===== src/sv/blat_pkg.sv =====
// ----------------------------------------------------------------------------
// blat_pkg
// Shared types, constants and the signature check of the advertisement
// tracker classifier.
// ----------------------------------------------------------------------------
package blat_pkg;

  localparam int unsigned ByteW      = 8;
  localparam int unsigned KindW      = 2;
  localparam int unsigned IdW        = 16;
  localparam int unsigned HeadW      = 24;
  localparam int unsigned CfgIdxW    = 3;
  localparam int unsigned CfgDataW   = 16;

  localparam logic [ByteW-1:0] TypeMfrData  = 8'hFF;
  localparam logic [ByteW-1:0] TypeSvcData  = 8'h16;
  localparam logic [ByteW-1:0] MaxParsed    = 8'hFF;
  localparam logic [ByteW-1:0] MfrMinLen    = 8'd4;
  localparam logic [ByteW-1:0] SvcMinLen    = 8'd2;

  localparam logic [IdW-1:0]   RstFindmyId  = 16'h004C;
  localparam logic [ByteW-1:0] RstFindmySub = 8'h12;
  localparam logic [IdW-1:0]   RstTagId     = 16'h0075;
  localparam logic [IdW-1:0]   RstUuidA     = 16'hFEED;
  localparam logic [IdW-1:0]   RstUuidB     = 16'hFD84;

  typedef enum logic [CfgIdxW-1:0] {
    REG_FINDMY_ID  = 3'd0,
    REG_FINDMY_SUB = 3'd1,
    REG_TAG_ID     = 3'd2,
    REG_UUID_A     = 3'd3,
    REG_UUID_B     = 3'd4
  } cfg_reg_e;

  typedef enum logic [KindW-1:0] {
    KIND_NONE    = 2'd0,
    KIND_FINDMY  = 2'd1,
    KIND_VENDOR  = 2'd2,
    KIND_SERVICE = 2'd3
  } kind_e;

  typedef struct packed {
    logic [IdW-1:0]   findmy_id;
    logic [ByteW-1:0] findmy_sub;
    logic [IdW-1:0]   tag_id;
    logic [IdW-1:0]   uuid_a;
    logic [IdW-1:0]   uuid_b;
  } cfg_t;

  // Judges one completed structure; an earlier match is kept.
  function automatic kind_e judge(kind_e found, logic [ByteW-1:0] stype,
                                  logic [ByteW-1:0] slen, logic [HeadW-1:0] head,
                                  cfg_t cfg);
    logic [IdW-1:0]   id;
    logic [ByteW-1:0] third;
    kind_e            kind;
    id    = head[IdW-1:0];
    third = head[HeadW-1:IdW];
    kind  = found;
    if (found == KIND_NONE) begin
      if (stype == TypeMfrData && slen >= MfrMinLen) begin
        if (id == cfg.findmy_id && third == cfg.findmy_sub) begin
          kind = KIND_FINDMY;
        end else if (id == cfg.tag_id) begin
          kind = KIND_VENDOR;
        end
      end
      if (stype == TypeSvcData && slen >= SvcMinLen &&
          (id == cfg.uuid_a || id == cfg.uuid_b)) begin
        kind = KIND_SERVICE;
      end
    end
    return kind;
  endfunction

endpackage


===== src/sv/blat_if.sv =====
// ----------------------------------------------------------------------------
// blat_if
// Valid/ready channels of the tracker classifier: advertisement bytes,
// classification results and configuration writes.
// ----------------------------------------------------------------------------
interface blat_adv_if;
  import blat_pkg::*;
  logic             valid;
  logic             ready;
  logic [ByteW-1:0] adv_byte;
  logic             end_of_packet;
  modport source (output valid, output adv_byte, output end_of_packet, input ready);
  modport sink   (input valid, input adv_byte, input end_of_packet, output ready);
endinterface

interface blat_res_if;
  import blat_pkg::*;
  logic             valid;
  logic             ready;
  logic             tracker_found;
  logic [KindW-1:0] tracker_kind;
  modport source (output valid, output tracker_found, output tracker_kind, input ready);
  modport sink   (input valid, input tracker_found, input tracker_kind, output ready);
endinterface

interface blat_cfg_if;
  import blat_pkg::*;
  logic                valid;
  logic                ready;
  logic [CfgIdxW-1:0]  index;
  logic [CfgDataW-1:0] data;
  modport source (output valid, output index, output data, input ready);
  modport sink   (input valid, input index, input data, output ready);
endinterface


===== src/sv/blat_cfg_regs.sv =====
// ----------------------------------------------------------------------------
// blat_cfg_regs
// Signature registers, written one at a time through the configuration
// channel.
// ----------------------------------------------------------------------------
module blat_cfg_regs (
  input  logic          clk_i,
  input  logic          rst_ni,
  blat_cfg_if.sink      cfg_i,
  output blat_pkg::cfg_t cfg_o
);
  import blat_pkg::*;

  cfg_t cfg_q;

  assign cfg_i.ready = 1'b1;
  assign cfg_o       = cfg_q;

  always_ff @(posedge clk_i or negedge rst_ni) begin
    if (!rst_ni) begin
      cfg_q.findmy_id  <= RstFindmyId;
      cfg_q.findmy_sub <= RstFindmySub;
      cfg_q.tag_id     <= RstTagId;
      cfg_q.uuid_a     <= RstUuidA;
      cfg_q.uuid_b     <= RstUuidB;
    end else if (cfg_i.valid) begin
      unique case (cfg_i.index)
        REG_FINDMY_ID:  cfg_q.findmy_id  <= cfg_i.data;
        REG_FINDMY_SUB: cfg_q.findmy_sub <= cfg_i.data[ByteW-1:0];
        REG_TAG_ID:     cfg_q.tag_id     <= cfg_i.data;
        REG_UUID_A:     cfg_q.uuid_a     <= cfg_i.data;
        REG_UUID_B:     cfg_q.uuid_b     <= cfg_i.data;
        default: ;
      endcase
    end
  end

endmodule


===== src/sv/blat_parser.sv =====
// ----------------------------------------------------------------------------
// blat_parser
// Length-type-value walker: holds the per-packet parse state and gives the
// classification of the packet on its last byte.
// ----------------------------------------------------------------------------
module blat_parser (
  input  logic                   clk_i,
  input  logic                   rst_ni,
  input  logic                   take_i,
  input  logic [blat_pkg::ByteW-1:0] byte_i,
  input  logic                   eop_i,
  input  blat_pkg::cfg_t         cfg_i,
  output blat_pkg::kind_e        kind_o
);
  import blat_pkg::*;

  typedef enum logic [1:0] {
    PH_LEN     = 2'd0,
    PH_TYPE    = 2'd1,
    PH_PAYLOAD = 2'd2
  } phase_e;

  phase_e           phase_q, phase_d;
  logic [ByteW-1:0] len_q, len_d;
  logic [ByteW-1:0] left_q, left_d;
  logic [ByteW-1:0] type_q, type_d;
  logic [HeadW-1:0] head_q, head_d;
  logic             stop_q, stop_d;
  kind_e            found_q, found_d;
  logic [ByteW-1:0] count_q, count_d;
  logic [ByteW-1:0] pos;

  assign pos = len_q - left_q;

  always_comb begin
    phase_d = phase_q;
    len_d   = len_q;
    left_d  = left_q;
    type_d  = type_q;
    head_d  = head_q;
    stop_d  = stop_q;
    found_d = found_q;
    count_d = count_q;
    if (count_q < MaxParsed) begin
      count_d = count_q + 8'd1;
      if (!stop_q) begin
        unique case (phase_q)
          PH_LEN: begin
            if (byte_i == '0) begin
              stop_d = 1'b1;
            end else begin
              len_d   = byte_i - 8'd1;
              left_d  = byte_i - 8'd1;
              head_d  = '0;
              phase_d = PH_TYPE;
            end
          end
          PH_TYPE: begin
            type_d = byte_i;
            if (left_q == '0) begin
              found_d = judge(found_q, byte_i, len_q, head_q, cfg_i);
              phase_d = PH_LEN;
            end else begin
              phase_d = PH_PAYLOAD;
            end
          end
          PH_PAYLOAD: begin
            if (pos < 8'd3) begin
              case (pos[1:0])
                2'd0:    head_d[7:0]   = head_q[7:0]   | byte_i;
                2'd1:    head_d[15:8]  = head_q[15:8]  | byte_i;
                default: head_d[23:16] = head_q[23:16] | byte_i;
              endcase
            end
            left_d = left_q - 8'd1;
            if (left_q == 8'd1) begin
              found_d = judge(found_q, type_q, len_q, head_d, cfg_i);
              phase_d = PH_LEN;
            end
          end
          default: phase_d = PH_LEN;
        endcase
      end
    end
  end

  assign kind_o = found_d;

  always_ff @(posedge clk_i or negedge rst_ni) begin
    if (!rst_ni) begin
      phase_q <= PH_LEN;
      len_q   <= '0;
      left_q  <= '0;
      type_q  <= '0;
      head_q  <= '0;
      stop_q  <= 1'b0;
      found_q <= KIND_NONE;
      count_q <= '0;
    end else if (take_i) begin
      if (eop_i) begin
        phase_q <= PH_LEN;
        len_q   <= '0;
        left_q  <= '0;
        type_q  <= '0;
        head_q  <= '0;
        stop_q  <= 1'b0;
        found_q <= KIND_NONE;
        count_q <= '0;
      end else begin
        phase_q <= phase_d;
        len_q   <= len_d;
        left_q  <= left_d;
        type_q  <= type_d;
        head_q  <= head_d;
        stop_q  <= stop_d;
        found_q <= found_d;
        count_q <= count_d;
      end
    end
  end

endmodule


===== src/sv/ble_adv_tracker_classifier.sv =====
// ----------------------------------------------------------------------------
// ble_adv_tracker_classifier
// Classifies BLE advertisements as tracker tags from their raw bytes.
// ----------------------------------------------------------------------------
// Bytes of an advertisement enter one per request, one per cycle at full
// rate; a byte goes through an input register and then the parser, and
// the byte that carries end_of_packet leaves one result request in the
// output register.
// The output register decouples the two sides: bytes keep
// flowing while a result waits, and only a second last byte stalls behind
// an untaken result. Configuration writes are taken in any cycle and should
// be made between packets.
module ble_adv_tracker_classifier (
  input  logic       clk_i,
  input  logic       rst_ni,
  blat_adv_if.sink   adv_i,
  blat_res_if.source result_o,
  blat_cfg_if.sink   cfg_i
);
  import blat_pkg::*;

  cfg_t             cfg;
  kind_e            kind;
  logic             in_valid_q;
  logic [ByteW-1:0] in_byte_q;
  logic             in_eop_q;
  logic             out_valid_q;
  kind_e            out_kind_q;
  logic             out_free;
  logic             proc_fire;

  assign out_free  = !out_valid_q || result_o.ready;
  assign proc_fire = in_valid_q && (!in_eop_q || out_free);
  assign adv_i.ready = !in_valid_q || proc_fire;

  always_ff @(posedge clk_i or negedge rst_ni) begin
    if (!rst_ni) begin
      in_valid_q <= 1'b0;
    end else if (adv_i.ready) begin
      in_valid_q <= adv_i.valid;
    end
  end

  always_ff @(posedge clk_i) begin
    if (adv_i.ready && adv_i.valid) begin
      in_byte_q <= adv_i.adv_byte;
      in_eop_q  <= adv_i.end_of_packet;
    end
  end

  blat_cfg_regs u_cfg (
    .clk_i  (clk_i),
    .rst_ni (rst_ni),
    .cfg_i  (cfg_i),
    .cfg_o  (cfg)
  );

  blat_parser u_parser (
    .clk_i  (clk_i),
    .rst_ni (rst_ni),
    .take_i (proc_fire),
    .byte_i (in_byte_q),
    .eop_i  (in_eop_q),
    .cfg_i  (cfg),
    .kind_o (kind)
  );

  always_ff @(posedge clk_i or negedge rst_ni) begin
    if (!rst_ni) begin
      out_valid_q <= 1'b0;
      out_kind_q  <= KIND_NONE;
    end else if (proc_fire && in_eop_q) begin
      out_valid_q <= 1'b1;
      out_kind_q  <= kind;
    end else if (result_o.ready) begin
      out_valid_q <= 1'b0;
    end
  end

  assign result_o.valid         = out_valid_q;
  assign result_o.tracker_kind  = out_kind_q;
  assign result_o.tracker_found = (out_kind_q != KIND_NONE);

  a_result_from_last_byte : assert property (@(posedge clk_i) disable iff (!rst_ni)
    $rose(out_valid_q) |-> $past(proc_fire && in_eop_q))
    else $error("result request without a last byte");

  a_pending_byte_held : assert property (@(posedge clk_i) disable iff (!rst_ni)
    (in_valid_q && !proc_fire) |=> (in_valid_q && $stable(in_byte_q) && $stable(in_eop_q)))
    else $error("stalled byte lost from the input register");

  a_no_result_overwrite : assert property (@(posedge clk_i) disable iff (!rst_ni)
    (out_valid_q && !result_o.ready) |-> !(proc_fire && in_eop_q))
    else $error("result overwritten before it was taken");

endmodule


===== src/flat_wrapper.sv =====
// flat-port wrapper written by rule: the top's interface ports become plain ports
module ble_adv_tracker_classifier_flat import blat_pkg::*;
  (clk_i, rst_ni, adv_i_valid, adv_i_adv_byte, adv_i_end_of_packet, adv_i_ready, result_o_valid, result_o_tracker_found, result_o_tracker_kind, result_o_ready, cfg_i_valid, cfg_i_index, cfg_i_data, cfg_i_ready);
  blat_adv_if adv_i_i ();
  blat_res_if result_o_i ();
  blat_cfg_if cfg_i_i ();
  input  logic clk_i;
  input  logic rst_ni;
  input wire logic [$bits(adv_i_i.valid)-1:0] adv_i_valid;
  input wire logic [$bits(adv_i_i.adv_byte)-1:0] adv_i_adv_byte;
  input wire logic [$bits(adv_i_i.end_of_packet)-1:0] adv_i_end_of_packet;
  output wire logic [$bits(adv_i_i.ready)-1:0] adv_i_ready;
  output wire logic [$bits(result_o_i.valid)-1:0] result_o_valid;
  output wire logic [$bits(result_o_i.tracker_found)-1:0] result_o_tracker_found;
  output wire logic [$bits(result_o_i.tracker_kind)-1:0] result_o_tracker_kind;
  input wire logic [$bits(result_o_i.ready)-1:0] result_o_ready;
  input wire logic [$bits(cfg_i_i.valid)-1:0] cfg_i_valid;
  input wire logic [$bits(cfg_i_i.index)-1:0] cfg_i_index;
  input wire logic [$bits(cfg_i_i.data)-1:0] cfg_i_data;
  output wire logic [$bits(cfg_i_i.ready)-1:0] cfg_i_ready;
  assign adv_i_i.valid = adv_i_valid;
  assign adv_i_i.adv_byte = adv_i_adv_byte;
  assign adv_i_i.end_of_packet = adv_i_end_of_packet;
  assign adv_i_ready = adv_i_i.ready;
  assign result_o_valid = result_o_i.valid;
  assign result_o_tracker_found = result_o_i.tracker_found;
  assign result_o_tracker_kind = result_o_i.tracker_kind;
  assign result_o_i.ready = result_o_ready;
  assign cfg_i_i.valid = cfg_i_valid;
  assign cfg_i_i.index = cfg_i_index;
  assign cfg_i_i.data = cfg_i_data;
  assign cfg_i_ready = cfg_i_i.ready;
  ble_adv_tracker_classifier u_core (.clk_i(clk_i), .rst_ni(rst_ni), .adv_i(adv_i_i), .result_o(result_o_i), .cfg_i(cfg_i_i));
endmodule

===== config.mk =====
export PLATFORM = sky130hd
export DESIGN_NAME = ble_adv_tracker_classifier_flat
export DESIGN_NICKNAME = d
export VERILOG_FILES = /design/src/sv/blat_pkg.sv /design/src/sv/blat_if.sv /design/src/sv/blat_cfg_regs.sv /design/src/sv/blat_parser.sv /design/src/sv/ble_adv_tracker_classifier.sv /design/src/flat_wrapper.sv
export SDC_FILE = /design/constraint.sdc
export NUM_CORES = 1
export LEC_CHECK = 0
export ABC_AREA = 1
export ABC_CLOCK_PERIOD_IN_PS = 5200
export BUFFER_PORTS_ARGS = -buffer_cell sky130_fd_sc_hd__buf_2
export CELL_PAD_IN_SITES_DETAIL_PLACEMENT = 1
export CELL_PAD_IN_SITES_GLOBAL_PLACEMENT = 2
export CORE_ASPECT_RATIO = 1.75
export CORE_MARGIN = 2
export CORE_UTILIZATION = 39
export DETAILED_ROUTE_END_ITERATION = 16
export PLACE_DENSITY_LB_ADDON = 0.12
export SLEW_MARGIN = 0
export SYNTH_ARGS = -nofsm -noshare
export SYNTH_HDL_FRONTEND = slang
export SYNTH_SLANG_ARGS = --single-unit

===== constraint.sdc =====
create_clock -name clk_i -period 5.2 [get_ports clk_i]
set_input_delay 1.04 -clock clk_i [delete_from_list [all_inputs] [get_ports clk_i]]
set_output_delay 1.04 -clock clk_i [all_outputs]
set_load 0.05 [all_outputs]

## After elaboration in Yosys (flattened, before gate mapping)

Cells that the tools add are included.

| storage, ports and cells | value |
|---|---|
| register bits | 146 |
| output and inout port bits | 6 |

| cells by class | value |
|---|---|
| add/subtract/negate cells | 4 |
| $lt $le $gt $ge | 4 |
| equality and inequality tests | 26 |
| mux-type cells | 57 |
| bitwise operators | 3 |
| reduce and logical (&&, ||, !) cells | 42 |

Operators with widths:

| operator | number |
|---|---|
| $mux W24 | 8 |
| $mux W8 | 17 |
| $eq A16 B16 Y1 | 8 |
| $pmux W24 S2 | 1 |
| $mux W2 | 21 |
| $or A8 B8 Y8 | 3 |
| $eq A8 B5 Y1 const B | 2 |
| $eq A8 B8 Y1 | 2 |
| $eq A8 B8 Y1 const B | 2 |
| $logic_not A8 Y1 | 2 |
| $pmux W8 S2 | 1 |
| $sub A8 B1 Y8 const B | 2 |
| $reduce_and A5 Y1 | 3 |
| $reduce_and A2 Y1 | 6 |
| $logic_and A1 B1 Y1 | 11 |
| $reduce_bool A2 Y1 | 5 |
| $add A8 B1 Y8 const B | 1 |
| $eq A8 B1 Y1 const B | 1 |
| $ge A8 B2 Y1 const B | 1 |
| $ge A8 B3 Y1 const B | 1 |
| $lt A8 B2 Y1 const B | 1 |
| $lt A8 B8 Y1 const B | 1 |
| $sub A8 B8 Y8 | 1 |
| $mux W1 | 7 |
| 16 further kinds | 28 |

## Depth between registers and ports, before layout

Gate-level depths: netlist (run 1).

| logic depth | value |
|---|---|
| depth after elaboration | 19 |
| gate-level depth with buffers | 29 |
| depth with buffers taken out | 29 |

## By module

From an unflattened synthesis (run 1), not the netlist that was laid out.

| unflattened totals | value |
|---|---|
| cell total of the unflattened synthesis | 1375 |
| area total of the unflattened synthesis | 9671.8 µm² |

By module, submodules not included:

| module | instances | cells an instance | area each (µm²) |
|---|---|---|---|
| blat_parser | 1 | 1021 | 6254.7 |
| blat_cfg_regs | 1 | 323 | 2960.3 |
| ble_adv_tracker_classifier | 1 | 31 | 456.7 |

## Worst setup path after synthesis (run 1)

OpenSTA, ideal clock, no wires.

| path | value |
|---|---|
| kind | reg2reg |
| start point | reg u_core.u_parser.len_q[0] |
| end point | reg u_core.out_kind_q[1] (netlist: u_core.result_o.tracker_kind[1]) |
| library setup time | 0.118 ns |
| arrival | 2.703 ns |
| path slack | 2.379 ns |
| cell stages (with the launch flop) | 25 |
| path buffers | 1 |
| clock period less this slack | 2.821 ns |
| cell sequence | dfrtp_1 inv_1 ha_1 inv_1 fa_1 xor2_1 a21oi_1 nand3_2 nor2_4 buf_12 nand3_4 a21oi_1 nand2_1 nor2_1 nand2_1 nor2_1 nand3_1 nand2_1 nand2_1 nand2_1 nand2_1 nand2_1 nand2_1 nand3_1 nand2_1 |

| between the ends | value |
|---|---|
| word-level cells in the longest chain between the ends | 18 |

RTL lines:

| what | line | text |
|---|---|---|
| start: declaration | blat_parser.sv:24 | `logic [ByteW-1:0] len_q, len_d;` |
| start signal: assignment | blat_parser.sv:111 | `len_q <= len_d;` |
| parallel branches: the longest is 15 deep, another holds $sub A8 B8 Y8 | -- |  |
| $pmux W2 S2 * | blat_parser.sv:47 | `unique case (phase_q)` |
| $mux W2 * | blat_parser.sv:46 | `if (!stop_q) begin` |
| $mux W2 * | blat_parser.sv:44 | `if (count_q < MaxParsed) begin` |
| end signal: assignment | ble_adv_tracker_classifier.sv:74 | `out_kind_q <= kind;` |
| end: declaration | ble_adv_tracker_classifier.sv:28 | `kind_e out_kind_q;` |

Every way passes the cells marked *. The select of a mux whose other input is x is not followed.
A chain may end at the register's enable or synchronous reset.

## Final worst setup path (run 1)

Ends and elaborated chain as after synthesis.

==> impl_metrics.toml, run 1 <==
[synth]
synth_cell_type_count = 46
async_flop_share_pct = 93.8
synth_area_per_cell_um2 = 7.26
ys_seq_area_share_pct = 39.4
synth_edf_count = 9
ys_ff_latch = 146
synth_cells = 1306
synth_warnings = 0
syn_nets = 1359
dominantRegCellSynth = "dfrtp_1"
syn_area_um2 = 9480

[setup_path]
startpoint_type = "register"
cpMostUsedCell = "nand2_1"
crit_chain = "inv_1, ha_1, inv_1, fa_1, a21oi_1, nand3_2, nor2_4, buf_4, nand3_4, a21oi_1, nand2_1, nor2_1, nand2_1, nor2_1, nand3_1, nand2_1, nand2_1, nand2_1, nand2_1, nand2_1, nand2_1, nand3_1, nand2_1"
cp_max_fo = 16
cpPeakStageDelay_ns = 0.63
crit_required_ns = 5.55
cp_slowest_cell = "fa_1"
worstSetupPathType = "reg -> reg"
end_kind = "register"
crit_arrival_ns = 4.40

[power_and_ir_drop]
power_switching_uw = 2290
peakVddDrop_uv = 255
internal_power_uw = 2870
power_density_nw_per_um2 = 486
power_frac_seq_pct = 32.1
p_leak_uw = 0.00528
clkPwrFrac_pct = 26.4
p_comb_share_pct = 41.6
switching_share_pct = 44.4

[clock_tree]
cts-root-buf = "clkbuf_16"
cts_resized = 0
cts_made_buffers = 17
cts_sinks = 146
clk_path_buf_depth = 2
cts_setup_buffers = 0
clk_pin_slew_worst_paths_ns = 0.07
cts_tree = "built"
holdBufCountCts = 0
htreeDepth = 4
clkLatencyLatePin_ns = 0.46

[die]
rows = 75
start_util_pct = 39.6
io_pins = 39
die_x_um = 122
die_y_um = 210
core_area_um2 = 23900
die_area_um2 = 25600

[sta]
rsz0062_at_grt = "false"
worst_pin_slew_ns = 0.864
fin_crit_ns = 4.05
skew_ns = 0.00967
setup-tns-final_ns = 0
relSlewSlack_pct = 42.2
hold_violations = 0
setup_viol = 0
slew_violations = 0
max_freq_mhz = 247
period_share_pct = 78.0

[placement]
dp_cells = 1624
dpl.hpwl_um = 27100
place_congestion = 0.991
portBuffers = 37
placed_cell_area_um2 = 9970

[cells_and_area]
final_cells = 1656
area_delta_synth_final_pct = 12.0
utilization_pct = 44.4
diodes = 0
final_area_um2 = 10600
nets = 1388
layout-drive-gt1-share_pct = 10.9

[global_routing]
antenna_found_initial = 0
grtUsageTotal_pct = 28.8
grt_pass1_vias = 9342
grt_pass1_wl_um = 54200
grt_start_max_net_pins = 52
gr-total-overflow = 0

[status]
status = "complete, no violations"

[detailed_routing]
vias_per_cell = 5.34
drcViolationCount = 0
wirelength_um = 34900
drt-pass1-iter-count = 4
wl_per_cell_um = 21.1
drtIter0Drc = 356
vias = 8849
ant_nets = 0

[worst_hold_path]
hold_class = "reg -> reg"

[job]
cap_viol_max_count = 0
final cells by class:
type	count	area, um2
Clock inverter	11	145
Inverter	190	713
Fill cell	3099	13300
Tap cell	308	385
Timing Repair Buffer	49	294
Multi-Input combinational cell	931	4840
Sequential cell	146	3740
Clock buffer	21	503
path summary, 6_finish.rpt:
check | slack [ns] | depth (start not counted) | startpoint | end
max in group asynchronous | 3.54 | 2 | rst_ni | u_core.u_parser.type_q[2]$_DFFE_PN0P_
hold reg to reg | 0.50 | 2 | u_core.result_o.tracker_kind[0]$_DFFE_PN0P_ | u_core.result_o.tracker_kind[0]$_DFFE_PN0P_
setup / recovery | 1.15 | 23 | u_core.u_parser.len_q[0]$_DFFE_PN0P_ | u_core.result_o.tracker_kind[1]$_DFFE_PN0P_
hold / removal | 0.50 | 2 | u_core.result_o.tracker_kind[0]$_DFFE_PN0P_ | u_core.result_o.tracker_kind[0]$_DFFE_PN0P_
setup reg to reg | 1.15 | 23 | u_core.u_parser.len_q[0]$_DFFE_PN0P_ | u_core.result_o.tracker_kind[1]$_DFFE_PN0P_
min in group asynchronous | 0.53 | 1 | rst_ni | u_core.u_parser.count_q[5]$_DFFE_PN0P_
flip-flops by register name (all words and copies together) (netlist names):
register	count
u_core.in_valid_q	1
u_core.in_eop_q	1
u_core.in_byte_q	8
u_core.result_o.valid	1
u_core.u_parser.head_q	24
u_core.u_parser.count_q	8
u_core.u_parser.len_q	8
u_core.u_parser.left_q	8
u_core.u_parser.phase_q	2
u_core.u_parser.type_q	8
u_core.u_parser.found_q	2
u_core.result_o.tracker_kind	2
u_core.u_parser.stop_q	1
u_core.u_cfg.cfg_o	72
layout by cell type, fill, tap and decap left out, types with 3 or more instances in the layout:
cell type,netlist,routed
nand3b_1,9,9
nor2_1,102,102
clkinvlp_4,0,3
o21ai_0,122,122
nand4_1,39,39
nor4_1,11,11
a21oi_1,25,25
xnor2_1,11,11
ha_1,19,19
dfstp_2,32,32
xor2_1,39,39
dfrtp_1,105,105
nand3_1,106,106
clkinv_1,4,4
buf_2,2,36
buf_4,1,11
nand2_4,5,5
a211oi_1,3,3
edfxtp_1,9,9
o22ai_1,18,18
bufinv_16,0,3
nand2_1,361,361
inv_1,184,184
clkinv_2,0,3
nand2_2,6,6
o211ai_1,3,3
a221oi_1,10,10
nand3_4,10,10
nand3_2,3,3
clkbuf_16,0,19
nor3_1,8,8
metrics by stage:
step	power, uW	hold WS, ns	worst slack (ns)
floorplan	3210	0.457	2.38
global placement	3790	0.482	1.21
detailed placement	3820	0.488	1.12
CTS	5210	0.504	1.10
global route	5510	0.548	0.780
finish	5160	0.499	1.15
synthesized netlist by cell type (10+ instances only):
master / instances / area (um2)
clkbuf_1: 32 / 120
nor4_1: 11 / 68.8
inv_1: 184 / 691
o21ai_0: 122 / 611
a21oi_1: 25 / 125
nand4_1: 39 / 244
dfstp_2: 32 / 841
o22ai_1: 18 / 113
dfrtp_1: 105 / 2630
a221oi_1: 10 / 87.6
xor2_1: 39 / 342
xnor2_1: 11 / 96.3
nand2_1: 361 / 1360
nand3_4: 10 / 175
nor2_1: 102 / 383
ha_1: 19 / 238
nand3_1: 106 / 531
layer usage:
metal	global-route usage, %	up-vias	part of all wire (%)	wire [um]
met5	0	-	0	0
met4	16.2	0	5.6	1960
met3	4.17	83	1.9	674
met2	53.2	142	54	18900
met1	30.5	4324	38	13300
li1	-	4300	-	-
logic make-up after synthesis:
kind of cell,synth area share [%]
and+or+nand+nor,32.1
buffers and inverters,9.63
AOI/OAI and AO/OA,11.2
DFF,39.4
xor gates and xnor gates,4.62
adders and majority gates,2.72
muxes,0.238
other,0.0396
power by group through the flow:
stage               Sequential (uW)  Combinational [uW]  Clock (uW)
CTS                            1660                2170        1390
global placement               1670                2120           0
detailed placement             1670                2150           0
finish                         1660                2150        1360
global route                   1680                2400        1430
floorplan                      1590                1620           0
worst max-delay path, delay by kind of cell, from the launching register on:
kind                     cells  cell delay (ns)
adder cells (fa/ha/maj)      2             0.80
buffers and inverters        3             0.45
AO/OA/AOI/OAI                2             0.51
AND/OR/NAND/NOR             16             1.83
flip-flops                   1             0.36
Power figures use the tool's default switching activity.
==> run 2: changes to the inputs <==
--- a/config.mk
+++ b/config.mk
@@ -6,13 +6,13 @@
 export NUM_CORES = 1
 export LEC_CHECK = 0
 export ABC_AREA = 1
-export ABC_CLOCK_PERIOD_IN_PS = 5200
+export ABC_CLOCK_PERIOD_IN_PS = 4000
 export BUFFER_PORTS_ARGS = -buffer_cell sky130_fd_sc_hd__buf_2
 export CELL_PAD_IN_SITES_DETAIL_PLACEMENT = 1
 export CELL_PAD_IN_SITES_GLOBAL_PLACEMENT = 2
 export CORE_ASPECT_RATIO = 1.75
 export CORE_MARGIN = 2
-export CORE_UTILIZATION = 39
+export CORE_UTILIZATION = 37
 export DETAILED_ROUTE_END_ITERATION = 16
 export PLACE_DENSITY_LB_ADDON = 0.12
 export SLEW_MARGIN = 0
==> constraint.sdc (replaced) <==
create_clock -name clk_i -period 4 [get_ports clk_i]
set_input_delay 0.8 -clock clk_i [delete_from_list [all_inputs] [get_ports clk_i]]
set_output_delay 0.8 -clock clk_i [all_outputs]
set_load 0.05 [all_outputs]
==> run 2 against run 1 <==
Register-to-register slack worse by 0.70 ns. Hold slack worse by 0.14 ns. Core utilization down 2.1 points. First-iteration DRC count down 2.5%. Sequential power up 30%. Power up 31%. Non-clock buffer count up 12. Largest power group unchanged.
==> impl_metrics.toml, run 2 (synthesis results as in run 1) <==
[global_routing]
gr-total-overflow = 0
grt_pass1_wl_um = 54800
antenna_found_initial = 0
grt_start_max_net_pins = 66
grt_pass1_vias = 9333
grtUsageTotal_pct = 27.0

[sta]
setup-tns-final_ns = 0
rsz0062_at_grt = "false"
hold_violations = 0
max_freq_mhz = 281
slew_violations = 0
period_share_pct = 88.9
relSlewSlack_pct = 42.7
worst_pin_slew_ns = 0.857
setup_viol = 0
fin_crit_ns = 3.56
skew_ns = 0.0102

[die]
die_y_um = 216
core_area_um2 = 25200
die_area_um2 = 27000
die_x_um = 125
io_pins = 39
start_util_pct = 37.6
rows = 77

[setup_path]
cp_max_fo = 8
end_kind = "register"
cp.buffers_inverters = 4
cpMostUsedCell = "nand2_1"
worstSetupPathType = "reg -> reg"
crit_family = "simple AND/OR/NAND/NOR gates"
startpoint_type = "register"
cpPeakStageDelay_ns = 0.39
crit_required_ns = 4.39
cp_slowest_cell = "fa_1"
crit_arrival_ns = 3.94

[detailed_routing]
drt-pass1-iter-count = 5
vias_per_cell = 5.27
vias = 8836
ant_nets = 0
wl_per_cell_um = 21.1
wirelength_um = 35400
drtIter0Drc = 347
drcViolationCount = 0

[cells_and_area]
multiInputGateArea_um2 = 4840
layout_commonest_cell = "nand2_1"
layout-drive-gt1-share_pct = 11.4
mostFrequentLayoutCells = "nand2_1 (361), inv_1 (184), o21ai_0 (122)"
nets = 1400
largest_reg_flops = 72
final_area_um2 = 10700
fillers = 3220
area_delta_synth_final_pct = 12.7
diodes = 0
regArea_um2 = 3740

[clock_tree]
clk_pin_slew_worst_paths_ns = 0.06
htreeDepth = 4
cts-root-buf = "clkbuf_16"
cts_tree = "built"
cts_sinks = 146
clk_path_buf_depth = 2
cts_made_buffers = 17
clkLatencyLatePin_ns = 0.45

[placement]
portBuffers = 37
placed_cell_area_um2 = 10100
dpl.hpwl_um = 27900
place_congestion = 0.965

[power_and_ir_drop]
peakVddDrop_uv = 427
power_density_nw_per_um2 = 633
p_leak_uw = 0.00532

[status]
status = "complete, no violations"

[worst_hold_path]
hold_class = "in -> async"

[job]
cap_viol_max_count = 0
-- run 2: cell count changes in the layout (fill, tap and decap cells not counted), sizes merged --
cell	delta
buf	+12
clkbuf	+2
inv	-2
bufinv	-1
clkinv	+1
-- run 2: final timing paths --
kind / from / end / slack [ns] / cells past startpoint
worst max-delay path: u_core.u_parser.len_q[0]$_DFFE_PN0P_ / u_core.u_parser.found_q[0]$_DFFE_PN0P_ / 0.44 / 30
worst min-delay path: rst_ni / u_core.u_parser.count_q[0]$_DFFE_PN0P_ / 0.36 / 1
worst max register to register: u_core.u_parser.len_q[0]$_DFFE_PN0P_ / u_core.u_parser.found_q[0]$_DFFE_PN0P_ / 0.44 / 30
worst min register to register: u_core.result_o.tracker_kind[1]$_DFFE_PN0P_ / u_core.result_o.tracker_kind[1]$_DFFE_PN0P_ / 0.51 / 2
max in group asynchronous: rst_ni / u_core.u_cfg.cfg_o[25]$_DFFE_PN1P_ / 2.81 / 2
min in group clk_i: u_core.result_o.tracker_kind[1]$_DFFE_PN0P_ / u_core.result_o.tracker_kind[1]$_DFFE_PN0P_ / 0.51 / 2
-- run 2: where the power goes --
group | switching [uW] | internal (uW)
combinational | 2000 | 988
clock | 663 | 969
sequential | 340 | 1810
total | 3000 | 3770
-- run 2: through the flow --
stage	total power (uW)	instances	utilization (%)	setup slack, ns	hold slack (ns)
global placement	5040	1641	39.9	0.402	0.475
CTS	6760	1673	42.2	0.268	0.383
global route	7270	1676	42.3	0.0670	0.406
finish	6770	1676	42.3	0.445	0.364
detailed placement	5090	1641	39.9	0.301	0.493
floorplan	4170	1306	-	1.18	0.457
-- run 2: what timing repair did --
| item | CTS | global route |
|---|---|---|
| buffers inserted | 0 | 3 |
| resized for setup | 0 | 0 |
| endpoints found under the setup margin | 0 | 4 |
| hold buffers | 0 | 0 |
-- run 2: routing by layer --
| layer | vias up | wire (um) | track usage [%] | share of wire [%] |
|---|---|---|---|---|
| li1 | 4319 | - | - | - |
| met1 | 4326 | 13300 | 27.9 | 37 |
| met2 | 126 | 19600 | 52.0 | 56 |
| met3 | 65 | 726 | 4.09 | 2.1 |
| met4 | 0 | 1760 | 13.2 | 5.0 |
| met5 | - | 0 | 0 | 0 |
-- run 2: worst reg2reg max path, delay by kind of cell, from the launching register on --
family,cells,cell delay [ns]
simple gates,24,2.20
fa+ha+maj,2,0.54
flops,1,0.38
buf+inv,4,0.38
-- run 2: layout make-up --
class	instances	share of cell area (%)
Tap cell	316	3.70
Multi-Input combinational cell	931	45.3
Clock buffer	23	4.48
Sequential cell	146	35.0
Timing Repair Buffer	61	3.83
Inverter	190	6.67
Clock inverter	9	0.995
==> run 3: changes to the inputs <==
--- a/config.mk
+++ b/config.mk
@@ -13,9 +13,11 @@
 export CORE_ASPECT_RATIO = 1.75
 export CORE_MARGIN = 2
 export CORE_UTILIZATION = 37
+export CTS_BUF_LIST = sky130_fd_sc_hd__clkbuf_4 sky130_fd_sc_hd__clkbuf_8
 export DETAILED_ROUTE_END_ITERATION = 16
 export PLACE_DENSITY_LB_ADDON = 0.12
 export SLEW_MARGIN = 0
 export SYNTH_ARGS = -nofsm -noshare
 export SYNTH_HDL_FRONTEND = slang
+export SYNTH_HIERARCHICAL = 1
 export SYNTH_SLANG_ARGS = --single-unit
==> run 3 against run 2 <==
Cell count up 4.9%. Clock power is 26% lower. Clock skew grew 0.0013 ns. Critical path type unchanged. Sequential cell count is the same. Register-to-register slack lost 0.19 ns. Die area is 2.0% higher.
==> impl_metrics.toml, run 3 <==
[setup_path]
end_kind = "register"
cp_max_fo = 7
critPathCapture = "u_core/result_o.tracker_kind[0]$_DFFE_PN0P_"
crit-reg2reg-launch = "u_core/u_parser/len_q[0]$_DFFE_PN0P_"
crit_required_ns = 4.45
cpPeakStageDelay_ns = 0.40
cpMostUsedCell = "nand2_1"
startpoint_type = "register"
worstSetupPathType = "reg -> reg"
crit_family = "simple AND/OR/NAND/NOR gates"
rr_worst_depth = 26
startpoint = "u_core/u_parser/len_q[0]$_DFFE_PN0P_"
r2r_end = "u_core/result_o.tracker_kind[0]$_DFFE_PN0P_"
crit_arrival_ns = 4.20
cp.buffers_inverters = 4
path_depth = 26
r2r_setup_slack_ns = 0.25
cp_slowest_cell = "fa_1"

[die]
core_area_um2 = 25900
start_util_pct = 37.4
io_pins = 39
die_y_um = 218
die_x_um = 126
rows = 78
die_area_um2 = 27500

[detailed_routing]
met2WireLength_um = 20600
highest_layer = "met4"
met1Wirelength_um = 13500
wirelength_um = 36500
ant_nets = 0
drcViolationCount = 0
drt-pass1-iter-count = 5
vias = 9383
vias_per_cell = 5.34
wl_met3_um = 904
wl_per_cell_um = 20.8
drtIter0Drc = 432

[cells_and_area]
layout_commonest_cell = "nand2_1"
diodes = 0
largest_reg_flops = 72
mostFrequentLayoutCells = "nand2_1 (477), inv_1 (166), nand3_1 (150)"
area_delta_synth_final_pct = 10.8
utilization_pct = 41.4
layout-drive-gt1-share_pct = 12.6
nets = 1478
fillers = 3347
final_cells = 1758
final_area_um2 = 10700

[sta]
hold_violations = 0
fin_crit_ns = 3.75
relSlewSlack_pct = 43.7
max_freq_mhz = 267
slew_violations = 0
skew_ns = 0.0115
worst_pin_slew_ns = 0.844
setup_viol = 0
fin_hold_ws_ns = 0.174
period_share_pct = 93.7

[global_routing]
grtUsageTotal_pct = 27.4
grt_pass1_vias = 9734
grt_pass1_wl_um = 56600
grt_start_max_net_pins = 70
antenna_found_initial = 0
gr-total-overflow = 0

[synth]
synth_most_common_cell = "nand2_1"
synth_top_area_share_pct = 27.2
yosysTopAreaCell = "dfrtp_1"
synthXorXnorAreaFrac_pct = 4.44
synth_cell_type_count = 43
synth_edf_count = 9
synth_area_per_cell_um2 = 7.03
async_flop_share_pct = 93.8
synth-simple-area-share_pct = 38.4
ys_ff_latch = 146
syn_area_um2 = 9670
syn_nets = 1428
ys_seq_area_share_pct = 38.7
synthMuxAreaShare_pct = 0
synth_cells = 1375
dominantRegCellSynth = "dfrtp_1"
synthAdderAreaFrac_pct = 2.66
ys_top_cells_by_area = "dfrtp_1 (27%), nand2_1 (19%), dfstp_2 (8.7%)"
synth-compound-area-share_pct = 6.69
netlist_top_cells_count = "nand2_1 (479), inv_1 (166), nand3_1 (150)"
synth_top_family_by_area = "simple AND/OR/NAND/NOR gates"
synth_warnings = 6

[power_and_ir_drop]
p_leak_uw = 0.00554
p_total_uw = 6350
peakVddDrop_uv = 227
power_density_nw_per_um2 = 593

[placement]
placed_cell_area_um2 = 10200
dpl.hpwl_um = 28200
portBuffers = 37
place_congestion = 0.911
dp_cells = 1713

[status]
status = "complete, no violations"

[worst_hold_path]
hold_class = "in -> async"

[clock_tree]
clkLatencyLatePin_ns = 0.52
cts-root-buf = "clkbuf_8"
htreeDepth = 4
clk_pin_slew_worst_paths_ns = 0.08
clk_path_buf_depth = 2
cts_made_buffers = 17
cts_tree = "built"
cts_sinks = 146
holdBufCountCts = 0

[job]
cap_viol_max_count = 0
-- run 3: metal layers --
metal | vias to the layer above | track usage (%)
li1 | 4545 | -
met1 | 4624 | 28.5
met2 | 151 | 53.5
met3 | 63 | 3.75
met4 | 0 | 11.9
met5 | - | 0
-- run 3: logic make-up after synthesis --
kind of cell | Yosys count
simple gates | 832
buf+inv | 218
flops | 146
compound gates | 109
xor+xnor | 49
fa+ha+maj | 20
other cells | 1
-- run 3: per-stage QoR --
stage / worst slack [ns] / setup TNS [ns]
floorplan: 1.07 / 0
global placement: 0.355 / 0
detailed placement: 0.221 / 0
CTS: 0.176 / 0
global route: -0.00239 / -0.00239
finish: 0.250 / 0
-- run 3: power by group --
part	switching (uW)	leakage [uW]	total (uW)	internal, uW
registers	312	0.00180	2110	1800
logic	1950	0.00353	3030	1080
clock network	635	0.000208	1210	575
total	2900	0.00554	6350	3460
-- run 3: layout make-up --
cell class	count	area (um2)	share of cell area [%]
Multi-Input combinational cell	1011	5070	47.3
Tap cell	320	400	3.74
Inverter	180	676	6.31
Clock buffer	19	255	2.38
Timing Repair Buffer	69	444	4.15
Sequential cell	146	3740	34.9
Clock inverter	13	133	1.24
-- run 3: how the worst min path moves through the flow --
stage,from,depth (start not counted),slack [ns],endpoint
floorplan,u_core/u_cfg/cfg_o[37]$_DFFE_PN1P_,2,0.45,u_core/u_cfg/cfg_o[37]$_DFFE_PN1P_
global placement,u_core/u_cfg/cfg_o[13]$_DFFE_PN1P_,2,0.47,u_core/u_cfg/cfg_o[13]$_DFFE_PN1P_
detailed placement,u_core/u_cfg/cfg_o[13]$_DFFE_PN1P_,2,0.47,u_core/u_cfg/cfg_o[13]$_DFFE_PN1P_
CTS,rst_ni,1,0.16,u_core/u_cfg/cfg_o[54]$_DFFE_PN0P_
global route,rst_ni,1,0.17,u_core/u_cfg/cfg_o[54]$_DFFE_PN0P_
finish,rst_ni,1,0.17,u_core/u_cfg/cfg_o[54]$_DFFE_PN0P_
-- run 3: worst register-to-register path: stages, from the launching register on --
cell      delay (ns)
dfrtp_1         0.36
inv_1           0.09
ha_1            0.15
inv_1           0.05
fa_1            0.40
xor2_1          0.18
a21oi_1         0.21
nand3_2         0.16
nor2_8          0.15
buf_4           0.19
buf_4           0.12
nand3_2         0.17
nand3_1         0.13
nand2_1         0.11
nor2_1          0.13
nand2_1         0.09
nor2_1          0.15
nand2_1         0.07
nand2_1         0.10
nand2_1         0.09
nand2_1         0.07
nand2_1         0.05
nand2_1         0.07
nand2_1         0.07
a21boi_1        0.14
nand4_1         0.10
nand2_1         0.08
-- run 3: timing repair --
action,in CTS,in global routing
gates resized for setup,0,2
setup endpoints to repair,0,4
buffers inserted,0,13
